`config.mk`:
```
export PLATFORM = sky130hd
export DESIGN_NAME = pixel_run_to_rectangle_top
export DESIGN_NICKNAME = d
export VERILOG_FILES = /design/src/hw/rtl/prr_pkg.sv /design/src/hw/rtl/prr_cfg.sv /design/src/hw/rtl/prr_front.sv /design/src/hw/rtl/prr_queue.sv /design/src/hw/rtl/prr_back.sv /design/src/hw/rtl/pixel_run_to_rectangle_top.sv
export VERILOG_INCLUDE_DIRS = /design/src /design/src/hw/rtl
export SDC_FILE = /design/constraint.sdc
export NUM_CORES = 2
export LEC_CHECK = 0
export BUFFER_PORTS_ARGS = -buffer_cell sky130_fd_sc_hd__buf_2
export CORE_MARGIN = 10
export CORE_UTILIZATION = 30
export DETAILED_ROUTE_END_ITERATION = 16
export GPL_TIMING_DRIVEN = 1
export PLACE_DENSITY = 0.43
export SYNTH_ARGS = -nofsm -noshare
export SYNTH_HDL_FRONTEND = slang
export SYNTH_SLANG_ARGS = --single-unit
```
`constraint.sdc`:
```
create_clock -name clk_i -period 21.2 [get_ports clk_i]
set_input_delay 0 -clock clk_i [delete_from_list [all_inputs] [get_ports clk_i]]
set_output_delay 0 -clock clk_i [all_outputs]
set_load 0.05 [all_outputs]
```
`src/hw/rtl/pixel_run_to_rectangle_top_macros.svh`:
```
// assertion macros for the run-to-rectangle block
// no dependencies; the asserting modules need clk_i and rst_ni in scope
`ifndef PIXEL_RUN_TO_RECTANGLE_TOP_MACROS_SVH
`define PIXEL_RUN_TO_RECTANGLE_TOP_MACROS_SVH

// property checked on every rising edge outside reset
`define PRR_ASSERT(label, prop, msg) \
  label: assert property (@(posedge clk_i) disable iff (!rst_ni) (prop)) else $error(msg);

// condition that must never be seen outside reset
`define PRR_ASSERT_NEVER(label, cond, msg) \
  `PRR_ASSERT(label, !(cond), msg)

`endif

```
`src/hw/rtl/prr_pkg.sv`:
```
// shared types, constants and register indexes of the run-to-rectangle block
// no dependencies
`timescale 1ns / 1ps

package prr_pkg;

  // coordinate width of column and row
  localparam int CoordBits = 12;
  localparam int PixW      = 8;
  localparam int MapRowsW  = 13;
  localparam int OriginW   = 32;
  localparam int CellW     = 24;
  localparam int CoordOutW = 40;
  localparam int VertexW   = 32;
  localparam int CfgIdxW   = 3;
  localparam int CfgDataW  = 32;

  // signed width of the flipped row, map_rows minus row
  localparam int FlipW = ((CoordBits > MapRowsW) ? CoordBits : MapRowsW) + 2;

  // run queue between the tracker and the geometry pipeline
  localparam int QDepth = 4;
  localparam int QPtrW  = $clog2(QDepth);

  // reset values of the registers
  localparam logic [PixW-1:0]     FreeThrRst  = 8'd254;
  localparam logic [PixW-1:0]     ObstThrRst  = 8'd100;
  localparam logic [MapRowsW-1:0] MapRowsRst  = 13'd4096;
  localparam logic [CellW-1:0]    CellSizeRst = 24'd3277;
  localparam logic [VertexW-1:0]  VertexRst   = 32'd1;

  // vertices per shape
  localparam logic [VertexW-1:0] QuadVerts = 32'd4;
  localparam logic [VertexW-1:0] BoxVerts  = 32'd8;

  typedef enum logic [CfgIdxW-1:0] {
    RegSelectMode = 3'd0,
    RegFreeThr    = 3'd1,
    RegObstThr    = 3'd2,
    RegMapRows    = 3'd3,
    RegOriginX    = 3'd4,
    RegOriginY    = 3'd5,
    RegCellSize   = 3'd6
  } cfg_idx_e;

  typedef enum logic {
    ShapeQuad = 1'b0,
    ShapeBox  = 1'b1
  } shape_e;

  typedef struct packed {
    shape_e                     mode;
    logic [PixW-1:0]            free_thr;
    logic [PixW-1:0]            obst_thr;
    logic [MapRowsW-1:0]        map_rows;
    logic signed [OriginW-1:0]  x_org;
    logic signed [OriginW-1:0]  y_org;
    logic [CellW-1:0]           cell_size;
  } cfg_t;

  // one finished run
  typedef struct packed {
    logic [CoordBits-1:0] start_col;
    logic [CoordBits-1:0] last_col;
    logic [CoordBits-1:0] row;
  } run_t;

  // queue status seen by the two sides
  typedef struct packed {
    logic full;
    logic empty;
  } q_status_t;

endpackage

```
`src/hw/rtl/prr_cfg.sv`:
```
// configuration register file of the run-to-rectangle block
// depends on prr_pkg
`timescale 1ns / 1ps

module prr_cfg import prr_pkg::*; (
  input  logic                clk_i,
  input  logic                rst_ni,
  input  logic                cfg_valid_i,
  output logic                cfg_ready_o,
  input  logic [CfgIdxW-1:0]  cfg_index_i,
  input  logic [CfgDataW-1:0] cfg_data_i,
  output cfg_t                cfg_o
);

  cfg_t cfg_q, cfg_d;

  // writes are always taken
  assign cfg_ready_o = 1'b1;

  // decode the register index
  always_comb begin
    cfg_d = cfg_q;
    if (cfg_valid_i) begin
      case (cfg_idx_e'(cfg_index_i))
        RegSelectMode: cfg_d.mode      = shape_e'(cfg_data_i[0]);
        RegFreeThr:    cfg_d.free_thr  = cfg_data_i[PixW-1:0];
        RegObstThr:    cfg_d.obst_thr  = cfg_data_i[PixW-1:0];
        RegMapRows:    cfg_d.map_rows  = cfg_data_i[MapRowsW-1:0];
        RegOriginX:    cfg_d.x_org     = $signed(cfg_data_i[OriginW-1:0]);
        RegOriginY:    cfg_d.y_org     = $signed(cfg_data_i[OriginW-1:0]);
        RegCellSize:   cfg_d.cell_size = cfg_data_i[CellW-1:0];
        default:       cfg_d = cfg_q;
      endcase
    end
  end

  always_ff @(posedge clk_i or negedge rst_ni) begin
    if (!rst_ni) begin
      cfg_q.mode      <= ShapeQuad;
      cfg_q.free_thr  <= FreeThrRst;
      cfg_q.obst_thr  <= ObstThrRst;
      cfg_q.map_rows  <= MapRowsRst;
      cfg_q.x_org     <= '0;
      cfg_q.y_org     <= '0;
      cfg_q.cell_size <= CellSizeRst;
    end else begin
      cfg_q <= cfg_d;
    end
  end

  assign cfg_o = cfg_q;

endmodule

```
`src/hw/rtl/prr_front.sv`:
```
// run tracker: classifies pixels and queues each finished run
// depends on prr_pkg
`timescale 1ns / 1ps

module prr_front import prr_pkg::*; (
  input  logic                 clk_i,
  input  logic                 rst_ni,
  input  cfg_t                 cfg_i,
  input  logic                 in_valid_i,
  output logic                 in_stall_o,
  input  logic [PixW-1:0]      pixel_value_i,
  input  logic [CoordBits-1:0] column_i,
  input  logic [CoordBits-1:0] row_i,
  input  logic                 row_end_i,
  input  q_status_t            q_status_i,
  output logic                 push_o,
  output run_t                 run_o
);

  logic                 open_q, open_d;
  logic [CoordBits-1:0] start_q, start_d;
  logic [CoordBits-1:0] last_q, last_d;
  logic [CoordBits-1:0] row_q, row_d;
  logic                 accept;
  logic                 hit;
  logic                 emit;

  // hold the stream off while the run queue is full
  assign in_stall_o = q_status_i.full;
  assign accept     = in_valid_i && !q_status_i.full;

  // pixel class in the selected mode
  assign hit = (cfg_i.mode == ShapeBox) ? (pixel_value_i <= cfg_i.obst_thr)
                                        : (pixel_value_i >= cfg_i.free_thr);

  // run bounds including the current pixel
  always_comb begin
    start_d = start_q;
    last_d  = last_q;
    row_d   = row_q;
    if (hit) begin
      if (!open_q) begin
        start_d = column_i;
        row_d   = row_i;
      end
      last_d = column_i;
    end
  end

  // a run closes at a non-qualifying pixel or at the end of the row
  assign emit = (!hit && open_q) || (row_end_i && (open_q || hit));

  always_comb begin
    open_d = open_q;
    if (accept) begin
      if (emit) begin
        open_d = 1'b0;
      end else if (hit) begin
        open_d = 1'b1;
      end
    end
  end

  always_ff @(posedge clk_i or negedge rst_ni) begin
    if (!rst_ni) begin
      open_q  <= 1'b0;
      start_q <= '0;
      last_q  <= '0;
      row_q   <= '0;
    end else begin
      open_q <= open_d;
      if (accept) begin
        start_q <= start_d;
        last_q  <= last_d;
        row_q   <= row_d;
      end
    end
  end

  // finished run into the queue
  assign push_o          = accept && emit;
  assign run_o.start_col = start_d;
  assign run_o.last_col  = last_d;
  assign run_o.row       = row_d;

endmodule

```
`src/hw/rtl/prr_queue.sv`:
```
// small run queue between the tracker and the geometry pipeline
// depends on prr_pkg and the assertion macro header
`timescale 1ns / 1ps
`include "pixel_run_to_rectangle_top_macros.svh"

module prr_queue import prr_pkg::*; (
  input  logic      clk_i,
  input  logic      rst_ni,
  input  logic      push_i,
  input  run_t      data_i,
  input  logic      pop_i,
  output run_t      data_o,
  output q_status_t status_o
);

  run_t             mem_q [QDepth];
  logic [QPtrW-1:0] wr_ptr_q, rd_ptr_q;
  logic [QPtrW:0]   cnt_q, cnt_d;

  // entry store
  always_ff @(posedge clk_i) begin
    if (push_i) begin
      mem_q[wr_ptr_q] <= data_i;
    end
  end

  // pointers and fill count
  always_comb begin
    cnt_d = cnt_q;
    if (push_i && !pop_i) begin
      cnt_d = cnt_q + 1'b1;
    end else if (pop_i && !push_i) begin
      cnt_d = cnt_q - 1'b1;
    end
  end

  always_ff @(posedge clk_i or negedge rst_ni) begin
    if (!rst_ni) begin
      wr_ptr_q <= '0;
      rd_ptr_q <= '0;
      cnt_q    <= '0;
    end else begin
      cnt_q <= cnt_d;
      if (push_i) begin
        wr_ptr_q <= wr_ptr_q + 1'b1;
      end
      if (pop_i) begin
        rd_ptr_q <= rd_ptr_q + 1'b1;
      end
    end
  end

  assign data_o         = mem_q[rd_ptr_q];
  assign status_o.full  = (cnt_q == (QPtrW+1)'(QDepth));
  assign status_o.empty = (cnt_q == '0);

  // queue checks
  `PRR_ASSERT_NEVER(a_q_no_overflow, push_i && status_o.full, "run queue overflow")
  `PRR_ASSERT_NEVER(a_q_no_underflow, pop_i && status_o.empty, "run queue underflow")
  `PRR_ASSERT(a_q_count_bound, cnt_q <= (QPtrW+1)'(QDepth), "run queue count out of range")

endmodule

```
`src/hw/rtl/prr_back.sv`:
```
// geometry pipeline: scales runs to world rectangles and numbers vertices
// depends on prr_pkg and the assertion macro header
`timescale 1ns / 1ps
`include "pixel_run_to_rectangle_top_macros.svh"

module prr_back import prr_pkg::*; (
  input  logic                        clk_i,
  input  logic                        rst_ni,
  input  cfg_t                        cfg_i,
  input  q_status_t                   q_status_i,
  input  run_t                        run_i,
  output logic                        pop_o,
  output logic                        out_valid_o,
  input  logic                        out_stall_i,
  output logic signed [CoordOutW-1:0] x_left_o,
  output logic signed [CoordOutW-1:0] x_right_o,
  output logic signed [CoordOutW-1:0] y_low_o,
  output logic signed [CoordOutW-1:0] y_high_o,
  output logic [VertexW-1:0]          vertex_base_o,
  output logic                        shape_kind_o
);

  logic                 s1_v_q, s1_v_d;
  logic                 s2_v_q, s2_v_d;
  logic                 s1_ready, s2_ready;
  logic [VertexW-1:0]   next_vtx_q, next_vtx_d;

  logic [CoordBits:0]            last_p1;
  logic [FlipW-1:0]              flip_lo, flip_hi;
  logic [CoordBits+CellW-1:0]    mul_xl;
  logic [CoordBits+CellW:0]      mul_xr;
  logic signed [FlipW+CellW:0]   mul_yl, mul_yh;

  logic signed [CoordOutW-1:0] p_xl_q, p_xr_q, p_yl_q, p_yh_q;
  logic [VertexW-1:0]          s1_vtx_q;
  shape_e                      s1_kind_q;

  logic signed [CoordOutW-1:0] xl_q, xr_q, yl_q, yh_q;
  logic [VertexW-1:0]          s2_vtx_q;
  shape_e                      s2_kind_q;

  // stage handshakes
  assign s2_ready = !s2_v_q || !out_stall_i;
  assign s1_ready = !s1_v_q || s2_ready;
  assign pop_o    = !q_status_i.empty && s1_ready;
  assign s1_v_d   = s1_ready ? pop_o : s1_v_q;
  assign s2_v_d   = s2_ready ? s1_v_q : s2_v_q;

  // vertex numbering advances with each run taken from the queue
  assign next_vtx_d = pop_o ? next_vtx_q + ((cfg_i.mode == ShapeBox) ? BoxVerts : QuadVerts)
                            : next_vtx_q;

  // cell products, row flipped against the map height
  assign last_p1 = (CoordBits+1)'(run_i.last_col) + 1'b1;
  assign flip_hi = FlipW'(cfg_i.map_rows) - FlipW'(run_i.row);
  assign flip_lo = flip_hi - 1'b1;
  assign mul_xl  = run_i.start_col * cfg_i.cell_size;
  assign mul_xr  = last_p1 * cfg_i.cell_size;
  assign mul_yl  = $signed(flip_lo) * $signed({1'b0, cfg_i.cell_size});
  assign mul_yh  = $signed(flip_hi) * $signed({1'b0, cfg_i.cell_size});

  always_ff @(posedge clk_i or negedge rst_ni) begin
    if (!rst_ni) begin
      s1_v_q     <= 1'b0;
      s2_v_q     <= 1'b0;
      next_vtx_q <= VertexRst;
    end else begin
      s1_v_q     <= s1_v_d;
      s2_v_q     <= s2_v_d;
      next_vtx_q <= next_vtx_d;
    end
  end

  // stage one: registered products
  always_ff @(posedge clk_i) begin
    if (pop_o) begin
      p_xl_q    <= $signed(CoordOutW'(mul_xl));
      p_xr_q    <= $signed(CoordOutW'(mul_xr));
      p_yl_q    <= CoordOutW'(mul_yl);
      p_yh_q    <= CoordOutW'(mul_yh);
      s1_vtx_q  <= next_vtx_q;
      s1_kind_q <= cfg_i.mode;
    end
  end

  // stage two: origin offset, output register
  always_ff @(posedge clk_i) begin
    if (s2_ready && s1_v_q) begin
      xl_q      <= CoordOutW'(cfg_i.x_org) + p_xl_q;
      xr_q      <= CoordOutW'(cfg_i.x_org) + p_xr_q;
      yl_q      <= CoordOutW'(cfg_i.y_org) + p_yl_q;
      yh_q      <= CoordOutW'(cfg_i.y_org) + p_yh_q;
      s2_vtx_q  <= s1_vtx_q;
      s2_kind_q <= s1_kind_q;
    end
  end

  assign out_valid_o   = s2_v_q;
  assign x_left_o      = xl_q;
  assign x_right_o     = xr_q;
  assign y_low_o       = yl_q;
  assign y_high_o      = yh_q;
  assign vertex_base_o = s2_vtx_q;
  assign shape_kind_o  = s2_kind_q;

  // pipeline checks
  `PRR_ASSERT(a_vtx_step, pop_o |=> ((next_vtx_q - $past(next_vtx_q)) == QuadVerts) || ((next_vtx_q - $past(next_vtx_q)) == BoxVerts), "vertex number step is neither quad nor box")
  `PRR_ASSERT(a_s2_from_s1, $rose(s2_v_q) |-> $past(s1_v_q), "output valid without a run in stage one")
  `PRR_ASSERT(a_s1_held, (s1_v_q && !s2_ready) |=> s1_v_q, "stage one dropped a run while blocked")

endmodule

```
`src/hw/rtl/pixel_run_to_rectangle_top.sv`:
```
// top level of the run-to-rectangle block
// depends on prr_pkg, prr_cfg, prr_front, prr_queue and prr_back
`timescale 1ns / 1ps

// channel   direction  handshake                     payload
// cfg       in         cfg_valid_i / cfg_ready_o     cfg_index_i, cfg_data_i
// pixel     in         in_valid_i / in_stall_o       pixel_value_i, column_i, row_i, row_end_i
// rect      out        out_valid_o / out_stall_i     x_left_o .. shape_kind_o
//
// one pixel per cycle while in_stall_o is low; the run tracker updates its state with each accepted pixel
// after the edge that takes the closing pixel, a rectangle passes through the
// queue entry, the product stage and the output register; one rectangle per cycle while out_stall_i is low
// in_stall_o is high only while the four-entry run queue is full
// reset clears the open run, the queue, the pipeline and restarts vertices at 1

module pixel_run_to_rectangle_top import prr_pkg::*; (
  input  logic                        clk_i,
  input  logic                        rst_ni,
  input  logic                        cfg_valid_i,
  output logic                        cfg_ready_o,
  input  logic [CfgIdxW-1:0]          cfg_index_i,
  input  logic [CfgDataW-1:0]         cfg_data_i,
  input  logic                        in_valid_i,
  output logic                        in_stall_o,
  input  logic [PixW-1:0]             pixel_value_i,
  input  logic [CoordBits-1:0]        column_i,
  input  logic [CoordBits-1:0]        row_i,
  input  logic                        row_end_i,
  output logic                        out_valid_o,
  input  logic                        out_stall_i,
  output logic signed [CoordOutW-1:0] x_left_o,
  output logic signed [CoordOutW-1:0] x_right_o,
  output logic signed [CoordOutW-1:0] y_low_o,
  output logic signed [CoordOutW-1:0] y_high_o,
  output logic [VertexW-1:0]          vertex_base_o,
  output logic                        shape_kind_o
);

  cfg_t      cfg;
  q_status_t q_status;
  logic      push, pop;
  run_t      run_in, run_out;

  // register file
  prr_cfg u_cfg (
    .clk_i       (clk_i),
    .rst_ni      (rst_ni),
    .cfg_valid_i (cfg_valid_i),
    .cfg_ready_o (cfg_ready_o),
    .cfg_index_i (cfg_index_i),
    .cfg_data_i  (cfg_data_i),
    .cfg_o       (cfg)
  );

  // run tracker
  prr_front u_front (
    .clk_i         (clk_i),
    .rst_ni        (rst_ni),
    .cfg_i         (cfg),
    .in_valid_i    (in_valid_i),
    .in_stall_o    (in_stall_o),
    .pixel_value_i (pixel_value_i),
    .column_i      (column_i),
    .row_i         (row_i),
    .row_end_i     (row_end_i),
    .q_status_i    (q_status),
    .push_o        (push),
    .run_o         (run_in)
  );

  // run queue
  prr_queue u_queue (
    .clk_i    (clk_i),
    .rst_ni   (rst_ni),
    .push_i   (push),
    .data_i   (run_in),
    .pop_i    (pop),
    .data_o   (run_out),
    .status_o (q_status)
  );

  // geometry pipeline
  prr_back u_back (
    .clk_i         (clk_i),
    .rst_ni        (rst_ni),
    .cfg_i         (cfg),
    .q_status_i    (q_status),
    .run_i         (run_out),
    .pop_o         (pop),
    .out_valid_o   (out_valid_o),
    .out_stall_i   (out_stall_i),
    .x_left_o      (x_left_o),
    .x_right_o     (x_right_o),
    .y_low_o       (y_low_o),
    .y_high_o      (y_high_o),
    .vertex_base_o (vertex_base_o),
    .shape_kind_o  (shape_kind_o)
  );

endmodule

```
==> metrics.txt <==
outcome finished, final reports clean; Worst Path Arrival between 10 and 15 ns; RePlAce Congestion 0.831; 1st-iter DRT viols a little over 3000; global-route met1 utilization 23.8%; Fin Setup TNS 0 ns; Post-Place Setup Slack 9.58 ns; synthesized area around 74000 sq um; Min Hold Slack roughly 0.073 ns; P&R area growth vs syn 12.5%; clk slew on worst S/H paths around 0.06 ns; Largest delay share family, worst path compound AO/OA/AOI/OAI gates; Layout Nets between 9000 and 10000; critical path's slowest cell o31ai_4; skew final 0.0696 ns; register area share after synthesis between 20% and 30%; share of cells above drive strength 1 around 11%; unrepaired setup endpoints after global routing false; Buffers on Ports ~270; Ys Warns 0; CTS root buffer clkbuf_16; Setup crit end kind flop; Netlist cell types between 80 and 90; Hold Fails Final Rpt 0; TritonRoute pass-1 iters 5; via count roughly 50000; GR Layer Usage met3 under 10%; setup ws final 9.72 ns; initial antenna violation count 36; critical-path maximum fanout 28; Top FF cell, synth edfxtp_1; cts bufs inserted just under 90; Die W between 500 and 600 um; CP most frequent cell fa_1; via/cell ratio 4.74; row count 182; synth top area cells fa_1 (27%), edfxtp_1 (21%), ha_1 (10%); Synth top area share a little over a quarter; Critical Path RT between 20 and 25 ns; max-cap violations 0; GRT overflow 0; worst reg-to-reg setup slack a little under 10 ns; CTS H-Tree Depth 3; gr busiest metal met2; fill cell count approximately 25000; Starting Density between 30% and 40%; gr usage total 16.9%; Placeable Area 246000 sq um; Routed Antenna Nets 0; Seq cells post-synth about 710; DRC Markers 0; full die area roughly 270000 sq um; clock latency on the worst-skew pair 0.79 ns; Slew Limit Fails 0; Final Instance Area roughly 84000 sq um; actual slew at the worst max-slew pin between 1 and 1.5 ns; final worst-path cycle share 54.2%; Syn Area/Cell between 10 and 15 sq um; Mapped Cells 7148; CTS tree done; CP max stage delay 1.00 ns; top achievable clock speed slightly below 0.09 GHz; DPL Wire Length 173 mm; Post-synth EDFFs approximately 520; WL final between 200 and 250 mm; Clock Sinks 709; cell taking the most area after synthesis fa_1; Final Setup Violations 0; IO Count roughly 270; crit path launch type flop; asr flop ratio synth between 20% and 30%; largest net degree at the start of global routing 75; Hold Crit Class primary input to flop; DR WL/cell 21.1 um; vias in the first global route approximately 55000; Max-slew headroom 13.5%; critical path type flop to flop; crit path time final around 11 ns; Setup Fix Bufs, Post-CTS 0; first-pass GRT wire length roughly 350 mm; DP Area about 80000 sq um; Crit path buffers/inverters 7; CTS max path bufs 3; DIE HEIGHT 518 um; met2 GRT Util between 20% and 30%
-- routing by layer --
layer	vias to the layer above	routed length, um	part of all wire (%)
li1	23500	-	-
met1	26300	109000	48
met2	1073	103000	45
met3	207	11400	5.0
met4	6	4670	2.1
met5	-	41	0.018
-- flip-flops by register name, summed over array words and instances (netlist names), 2 cells and up --
signal,cells
u_queue.rd_ptr_q,2
u_back.x_left_o,38
u_queue.mem_q,144
u_queue.wr_ptr_q,2
u_back.s1_vtx_q,30
u_back.next_vtx_q,30
u_front.last_q,12
u_back.p_yh_q,39
u_back.p_xl_q,36
u_queue.cnt_q,3
u_front.row_q,12
u_back.p_yl_q,40
u_front.start_q,12
u_cfg.cfg_o,118
u_back.p_xr_q,37
u_back.y_low_o,40
u_back.vertex_base_o,30
u_back.x_right_o,39
u_back.y_high_o,40
-- Yosys cell counts, types with 6 or more instances --
cell type	count
inv_1	1124
fa_1	1016
nand2_1	967
ha_1	605
edfxtp_1	515
and2_1	336
clkbuf_1	303
a21oi_1	269
xnor2_1	222
a21o_1	185
mux2_2	177
dfrtp_1	176
o21ai_0	163
nor2_1	161
nor2b_1	155
xor2_1	108
nand2b_1	79
nand3_1	61
o21bai_1	45
o21a_1	40
nand4_1	37
mux4_2	36
and3_1	35
nor3_1	28
a31oi_1	25
dfstp_2	18
a211oi_1	17
o31ai_1	16
or2_2	16
a221oi_1	14
a21boi_0	13
o211ai_1	13
and4_1	12
a31o_2	11
buf_1	11
or3_1	11
nor3b_1	9
nor4_1	8
a41oi_1	7
buf_4	7
a2111oi_0	6
buf_2	6
mux2i_1	6
nand4b_1	6
-- worst paths after layout --
kind / startpoint / end / cells after the start
max in group asynchronous: rst_ni / u_cfg.cfg_o[2] / 6
hold / removal: row_i[1] / u_front.row_q[1] / 3
setup reg to reg: u_queue.rd_ptr_q[0] / u_back.p_yl_q[39] / 37
hold reg to reg: u_back.s1_vtx_q[23] / u_back.vertex_base_o[23] / 0
min in group asynchronous: rst_ni / u_cfg.cfg_o[11] / 3
setup / recovery: u_queue.rd_ptr_q[0] / u_back.p_yl_q[39] / 37
-- per-stage QoR --
step / instances / util [%]
2_1_floorplan: 7149 / -
3_3_place_gp: 10500 / 32.4
6_report: 10800 / 34.0
3_5_place_dp: 10500 / 32.4
5_1_grt: 10700 / 34.0
4_1_cts: 10700 / 34.0
-- final cells by class --
type	instances	area [sq um]	area share, %
Clock buffer	106	2330	2.78
Sequential cell	709	20400	24.3
Timing Repair Buffer	433	2800	3.34
Multi-Input combinational cell	4988	48900	58.4
Inverter	1124	4230	5.05
Antenna cell	36	90.1	0.108
Tap cell	3312	4140	4.95
Clock inverter	62	860	1.03
-- worst reg2reg max path: cells and delay by family, from the launching register on --
kind,cells,cell delay [ns]
muxes,1,0.35
and+or+nand+nor,4,1.58
AOI/OAI and AO/OA,14,3.75
xor gates and xnor gates,2,0.16
buffers and inverters,7,1.07
DFF,1,0.58
adders and majority gates,9,3.73
-- cells in the final DEF, fill, tap and decap left out, drive strengths merged, types with 161 or more instances in the layout --
master,n
inv,1133
fa,1016
nand2,967
ha,605
edfxtp,515
buf,361
and2,337
a21oi,270
xnor2,223
a21o,185
mux2,177
dfrtp,176
o21ai,166
nor2,161
-- what timing repair did --
item | CTS | global route
hold buffers | 73 | 0
resized for setup | 0 | 0
hold endpoints to repair | 387 | 0
-- cell families (layout without fill, tap and decap cells) --
logic type,after synthesis,after routing,share of synthesized area [%]
flops,709,709,27.3
simple gates,1937,1937,12.5
xor+xnor,331,331,3.91
compound gates,877,877,7.57
mux,219,219,3.85
buf+inv,1452,1725,7.38
other cells,2,39,0.0101
fa+ha+maj,1621,1621,37.5
Power is left out: the tool's default activity adds up to more than one toggle a clock period on the data nets, which glitch-free logic cannot reach.
